`src/sv/indexed_binary_min_heap_core_macros.svh`:
```
// Assertion macros shared by the indexed binary min-heap RTL.
// Include this header by its bare file name inside a module body.
`ifndef INDEXED_BINARY_MIN_HEAP_CORE_MACROS_SVH
`define INDEXED_BINARY_MIN_HEAP_CORE_MACROS_SVH

// Same-cycle implication, checked outside reset.
`define IBMH_ASSERT_NOW(label, clk, rst_n, ante, cons, msg) \
    label: assert property (@(posedge clk) disable iff (!rst_n) (ante) |-> (cons)) \
        else $error(msg);

// Next-cycle implication, checked outside reset.
`define IBMH_ASSERT_NEXT(label, clk, rst_n, ante, cons, msg) \
    label: assert property (@(posedge clk) disable iff (!rst_n) (ante) |=> (cons)) \
        else $error(msg);

`endif

```
`src/sv/ibmh_pkg.sv`:
```
// Shared types and constants for the indexed binary min-heap.
// No dependencies; used by every module of the block.
`timescale 1ns / 1ps

package ibmh_pkg;

    // Default sizes handed to the top level parameters.
    localparam int CAPACITY_DEF = 256;
    localparam int ID_COUNT_DEF = 256;
    localparam int KEY_BITS_DEF = 32;

    // Operation codes.
    localparam logic [1:0] OP_INSERT = 2'd0;
    localparam logic [1:0] OP_POP    = 2'd1;
    localparam logic [1:0] OP_REMOVE = 2'd2;
    localparam logic [1:0] OP_UPDATE = 2'd3;

    // Status codes.
    localparam logic [1:0] ST_OK      = 2'd0;
    localparam logic [1:0] ST_ABSENT  = 2'd1;
    localparam logic [1:0] ST_FULL    = 2'd2;
    localparam logic [1:0] ST_PRESENT = 2'd3;

    // Request word.
    typedef struct packed {
        logic [1:0]  operation;
        logic [7:0]  item_id;
        logic [31:0] item_key;
    } req_word_t;

    // Response word.
    typedef struct packed {
        logic [1:0]  status;
        logic [7:0]  out_id;
        logic [31:0] out_key;
        logic        out_valid;
        logic [8:0]  entry_count;
        logic [7:0]  top_id;
        logic [31:0] top_key;
        logic        top_valid;
    } rsp_word_t;

endpackage

```
`src/sv/ibmh_out_stage.sv`:
```
// Output register for the heap response channel.
// Depends on ibmh_pkg for the response word type.
`timescale 1ns / 1ps

module ibmh_out_stage (
    input  logic               clk,
    input  logic               rst_n,
    input  logic               load,
    input  ibmh_pkg::rsp_word_t word_in,
    output logic               ready,
    output logic               rsp_valid,
    output ibmh_pkg::rsp_word_t rsp_word,
    input  logic               rsp_stall
);
    import ibmh_pkg::*;

    logic      valid_reg;
    rsp_word_t word_reg;

    // The register can take a new word when empty or when its word leaves now.
    assign ready     = !valid_reg || !rsp_stall;
    assign rsp_valid = valid_reg;
    assign rsp_word  = word_reg;

    // Valid flag.
    always_ff @(posedge clk or negedge rst_n)
    begin
        if (!rst_n)
        begin
            valid_reg <= 1'b0;
        end
        else if (ready)
        begin
            valid_reg <= load;
        end
    end

    // Payload holds while stalled.
    always_ff @(posedge clk)
    begin
        if (load && ready)
        begin
            word_reg <= word_in;
        end
    end

endmodule

```
`config.mk`:
```
export PLATFORM = sky130hd
export DESIGN_NAME = ibmh_out_stage
export DESIGN_NICKNAME = d
export VERILOG_FILES = /design/src/sv/indexed_binary_min_heap_core_macros.svh /design/src/sv/ibmh_pkg.sv /design/src/sv/ibmh_out_stage.sv
export SDC_FILE = /design/constraint.sdc
export NUM_CORES = 1
export LEC_CHECK = 0
export ABC_AREA = 1
export BUFFER_PORTS_ARGS = -buffer_cell sky130_fd_sc_hd__buf_2
export CAP_MARGIN = 20
export CELL_PAD_IN_SITES_DETAIL_PLACEMENT = 1
export CELL_PAD_IN_SITES_GLOBAL_PLACEMENT = 2
export CORE_MARGIN = 3
export CORE_UTILIZATION = 27
export DETAILED_ROUTE_END_ITERATION = 7
export GPL_ROUTABILITY_DRIVEN = 0
export GPL_TIMING_DRIVEN = 1
export PLACE_DENSITY_LB_ADDON = 0.1
export SLEW_MARGIN = 20
export SYNTH_ARGS = -nofsm -noshare
export SYNTH_HDL_FRONTEND = slang
export SYNTH_SLANG_ARGS = --single-unit
```
`constraint.sdc`:
```
create_clock -name clk -period 6.3 [get_ports clk]
set_input_delay 0.63 -clock clk [delete_from_list [all_inputs] [get_ports clk]]
set_output_delay 0.63 -clock clk [all_outputs]
set_load 0.005 [all_outputs]
```
---- Word-level counts from Yosys, hierarchy flattened ----
Index checks and enable logic that the tools add are counted.
word-level totals
  bits in registers ....................... 94
  bits in latches ......................... 0
  memory bits (writable) .................. 0
  bits in read-only memories .............. 0
  output and inout bits ................... 95
  logic and storage cells ................. 13
  memories kept ........................... 0
operators by class
  $add $sub $neg .......................... 0
  $mul .................................... 0
  div/mod/pow operators ................... 0
  $lt $le $gt $ge ......................... 0
  equal/unequal tests ..................... 0
  shift-type cells ........................ 0
  muxes and demuxes ....................... 0
  bitwise operators ....................... 0
  reduce and logical (&&, ||, !) cells .... 4
operators by type and width
  cell               count
  1-bit logical NOT  2
  1-bit logical AND  1
  1-bit logical OR   1

---- Longest topological paths before layout ----
  depth in word-level cells ............... 3
  depth in mapped cells ................... 2
  gate-level depth less buffers ........... 2

---- Least setup slack after synthesis ----
No wires, ideal clock.
  path type ............................... input to register
  start point ............................. input port load
  end point ............................... register word_reg, in the netlist rsp_word[0] (enable)
  library setup time ...................... 0.575 ns
  arrival time ............................ 5.164 ns
  required time ........................... 5.725 ns
  setup slack ............................. 0.562 ns
  stages .................................. 2
  path through ............................ inv_1 > a21oi_1
between the ends
  cells in the longest elaborated chain, start to end .. 1
RTL lines
  what                  RTL line              RTL
  from (decl)           ibmh_out_stage.sv:8   input logic load,
  1-bit logical AND     ibmh_out_stage.sv:41  if (load && ready)
  to (signal assigned)  ibmh_out_stage.sv:43  word_reg <= word_in;
  to (decl)             ibmh_out_stage.sv:18  rsp_word_t word_reg;
Every way passes these cells.
A chain may end at the register's enable or synchronous reset.

---- Worst setup path in the final report ----
  start point ............................. register valid_reg, in the netlist rsp_valid
  end point ............................... register word_reg, in the netlist rsp_word[70] (enable)
between the ends
  cells in the longest elaborated chain, start to end .. 3
RTL lines
  what                    RTL line              RTL
  from (decl)             ibmh_out_stage.sv:17  logic valid_reg;
  from (signal assigned)  ibmh_out_stage.sv:34  valid_reg <= load;
  1-bit logical NOT       ibmh_out_stage.sv:21  assign ready = !valid_reg || !rsp_stall;
  1-bit logical OR        ibmh_out_stage.sv:21
  1-bit logical AND       ibmh_out_stage.sv:41
Every way passes these cells.

==> flow_summary.ini <==
[status]
status = complete, no violations

[logic_synthesis]
netlist_area_um2 = 2830
ys_seq_elements = 94
synthDistinctLibCells = 5
yosys_warnings = 0
syn_nets = 195
syn_avg_cell_area_um2 = 28.9
yosysSeqAreaShare_pct = 99.4
synthCells = 98

[drt]
via_count = 1729
dr.first_iter.drc_count = 53
drtAntennaViolNets = 0
dr.pass1.iters = 3
wl_per_cell_um = 15.9
post-route-drc-count = 0
wirelength_um = 6980
routed_via_density = 3.93

[die]
rows = 36
dieHeight_um = 108
die_w_um = 108
num_io_pins = 192
die_area_um2 = 11800
start_util_pct = 28.3
core_area_um2 = 10000

[setup_path]
r2r-start = rsp_valid$_DFFE_PN0P_
critPathArrivalTime_ns = 2.33
required_ns = 6.29
reg2reg_depth = 2
rrSetupSlack_ns = 3.96
setup.worst_path.start = rsp_valid$_DFFE_PN0P_
endpoint_kind = flip-flop
cp_slowest_cell = buf_4
cp_cell_sequence = a21oi_4 -> buf_4
critPathMaxStageDelay_ns = 0.77
crit_type = reg -> reg
cpLargestDelayFamily = buffers and inverters
path_buf_inv = 1
crit_cells = 2
cp_max_fo = 64
worstReg2RegEnd = rsp_word[70]$_DFFE_PP_
startpoint_type = flip-flop

[clock_network]
cts_root_buf = clkbuf_8
cts-resized-gates = 0
numCtsBuffers = 9
cts_tree = built
clkTransAtPathRegs_ns = 0.10
htree_levels = 3
clock-sinks = 94
clk_latency_ns = 0.36
clock_path_buffers = 2

[flow_run]
max-cap-violations = 0

[power_and_ir_drop]
swShare_pct = 20.6
p_sw_uw = 258
p_clk_share_pct = 34.6
powerDensity_nw_per_um2 = 298
power_frac_comb_pct = 6.7
seq_power_share_pct = 58.7
p_int_uw = 996
leakage_nw = 1.78
peakVddDrop_uv = 129
power_mw = 1.25

[layout]
post-route-util_pct = 42.1
n_fill_cell = 1053
fin_cells = 440
fin_nets = 399
drive_gt1_share_pct = 67.8
diodes = 0
syn2layout_area_growth_pct = 48.4

[grt]
grt_max_degree = 65
grt_overflow = 0
grtUsageTotal_pct = 11.6
grt_pass1_wl_um = 9710
grt_pass1_vias = 1787
grt_antenna_before_repair = 0

[timing]
fin_crit_ns = 2.34
fin_worst_skew_ns = 0.00821
setup_viol = 0
hold_violations = 0
tns_ns = 0
worst_pin_slew_ns = 0.898
max_freq_mhz = 427
fin_ws_ns = 3.96
rsz0062_at_grt = false
max-slew-margin-rel_pct = 40.0
timing.final.crit_share_pct = 37.2
slew_viol_final = 0

[placed_design]
io_buffer_count = 191
dp_worst_setup_slack_ns = 3.56
placed_cells_incl_taps = 423

[worst_hold_path]
hold_class = in -> reg
whs_path_depth = 1
hold_path.startpoint = word_in[30]
hold_end = rsp_word[30]$_DFFE_PP_
power by group through the flow:
stage          clock network (mW)  registers [mW]  logic, mW
2_1_floorplan                   0           0.762     0.0116
3_3_place_gp                    0           0.749     0.0851
3_5_place_dp                    0           0.751     0.0868
4_1_cts                     0.455           0.736     0.0875
5_1_grt                     0.483           0.739     0.0936
6_report                    0.434           0.736     0.0839
worst max-delay path by stage:
stage | endpoint | slack (ns)
global placement | rsp_word[18]$_DFFE_PP_ | 3.59
finish | rsp_word[70]$_DFFE_PP_ | 3.96
floorplan | rsp_word[0]$_DFFE_PP_ | 0.56
detailed placement | rsp_word[1]$_DFFE_PP_ | 3.56
global route | rsp_word[2]$_DFFE_PP_ | 3.76
CTS | rsp_word[1]$_DFFE_PP_ | 3.88
worst reg2reg max path: stages (launching register included):
cell and delay (ns):
dfrtp_1 0.43, a21oi_4 0.73, buf_4 0.78
layer usage:
layer	wire, um	vias up	global-route usage (%)
li1	-	798	-
met1	2410	822	11.3
met2	3770	95	20.5
met3	623	14	3.94
met4	172	0	7.57
met5	0	-	0
state kept, by name, indices dropped and copies added, names as in the netlist:
signal / flops
rsp_word: 93
rsp_valid: 1
stage by stage:
| step | hold WS, ns | instance area (um^2) |
|---|---|---|
| 5_1_grt | 0.405 | 4210 |
| 3_3_place_gp | 0.405 | 3980 |
| 3_5_place_dp | 0.406 | 3980 |
| 4_1_cts | 0.402 | 4210 |
| 6_report | 0.433 | 4210 |
| 2_1_floorplan | 0.334 | 2830 |
placed cells by master, fill, tap and decap left out:
master	count
bufinv_16	2
clkbuf_8	9
clkinv_1	1
inv_1	1
clkinvlp_4	1
buf_2	191
nand2_1	2
inv_6	1
dfrtp_1	1
dlygate4sd3_1	1
buf_4	1
a21oi_4	1
edfxtp_1	93
clkinv_4	2
cell type report:
type | count | area (um^2) | area share [%]
clock inverters | 7 | 97.6 | 2.32
well taps | 133 | 166 | 3.96
clock buffers | 9 | 124 | 2.94
multi-input cells | 3 | 23.8 | 0.565
repair buffers | 193 | 973 | 23.1
flip-flops and latches | 94 | 2820 | 67.0
inverters | 1 | 3.75 | 0.0892
cells by family (layout without fill, tap and decap cells):
kind of cell,after synthesis,in the layout,synth area share [%]
simple gates,2,2,0.265
flops,94,94,99.4
buf+inv,1,210,0.132
compound gates,1,1,0.176
repair_timing:
action / in CTS / in global routing
hold buffers: 1 / 0
hold endpoints to repair: 1 / 0
buffers inserted: 0 / 0
synth_stat cells (all sizes together):
cell | count | area, um^2
nand2 | 2 | 7.51
a21oi | 1 | 5.00
inv | 1 | 3.75
dfrtp | 1 | 25.0
edfxtp | 93 | 2790
Power figures use the tool's default switching activity.
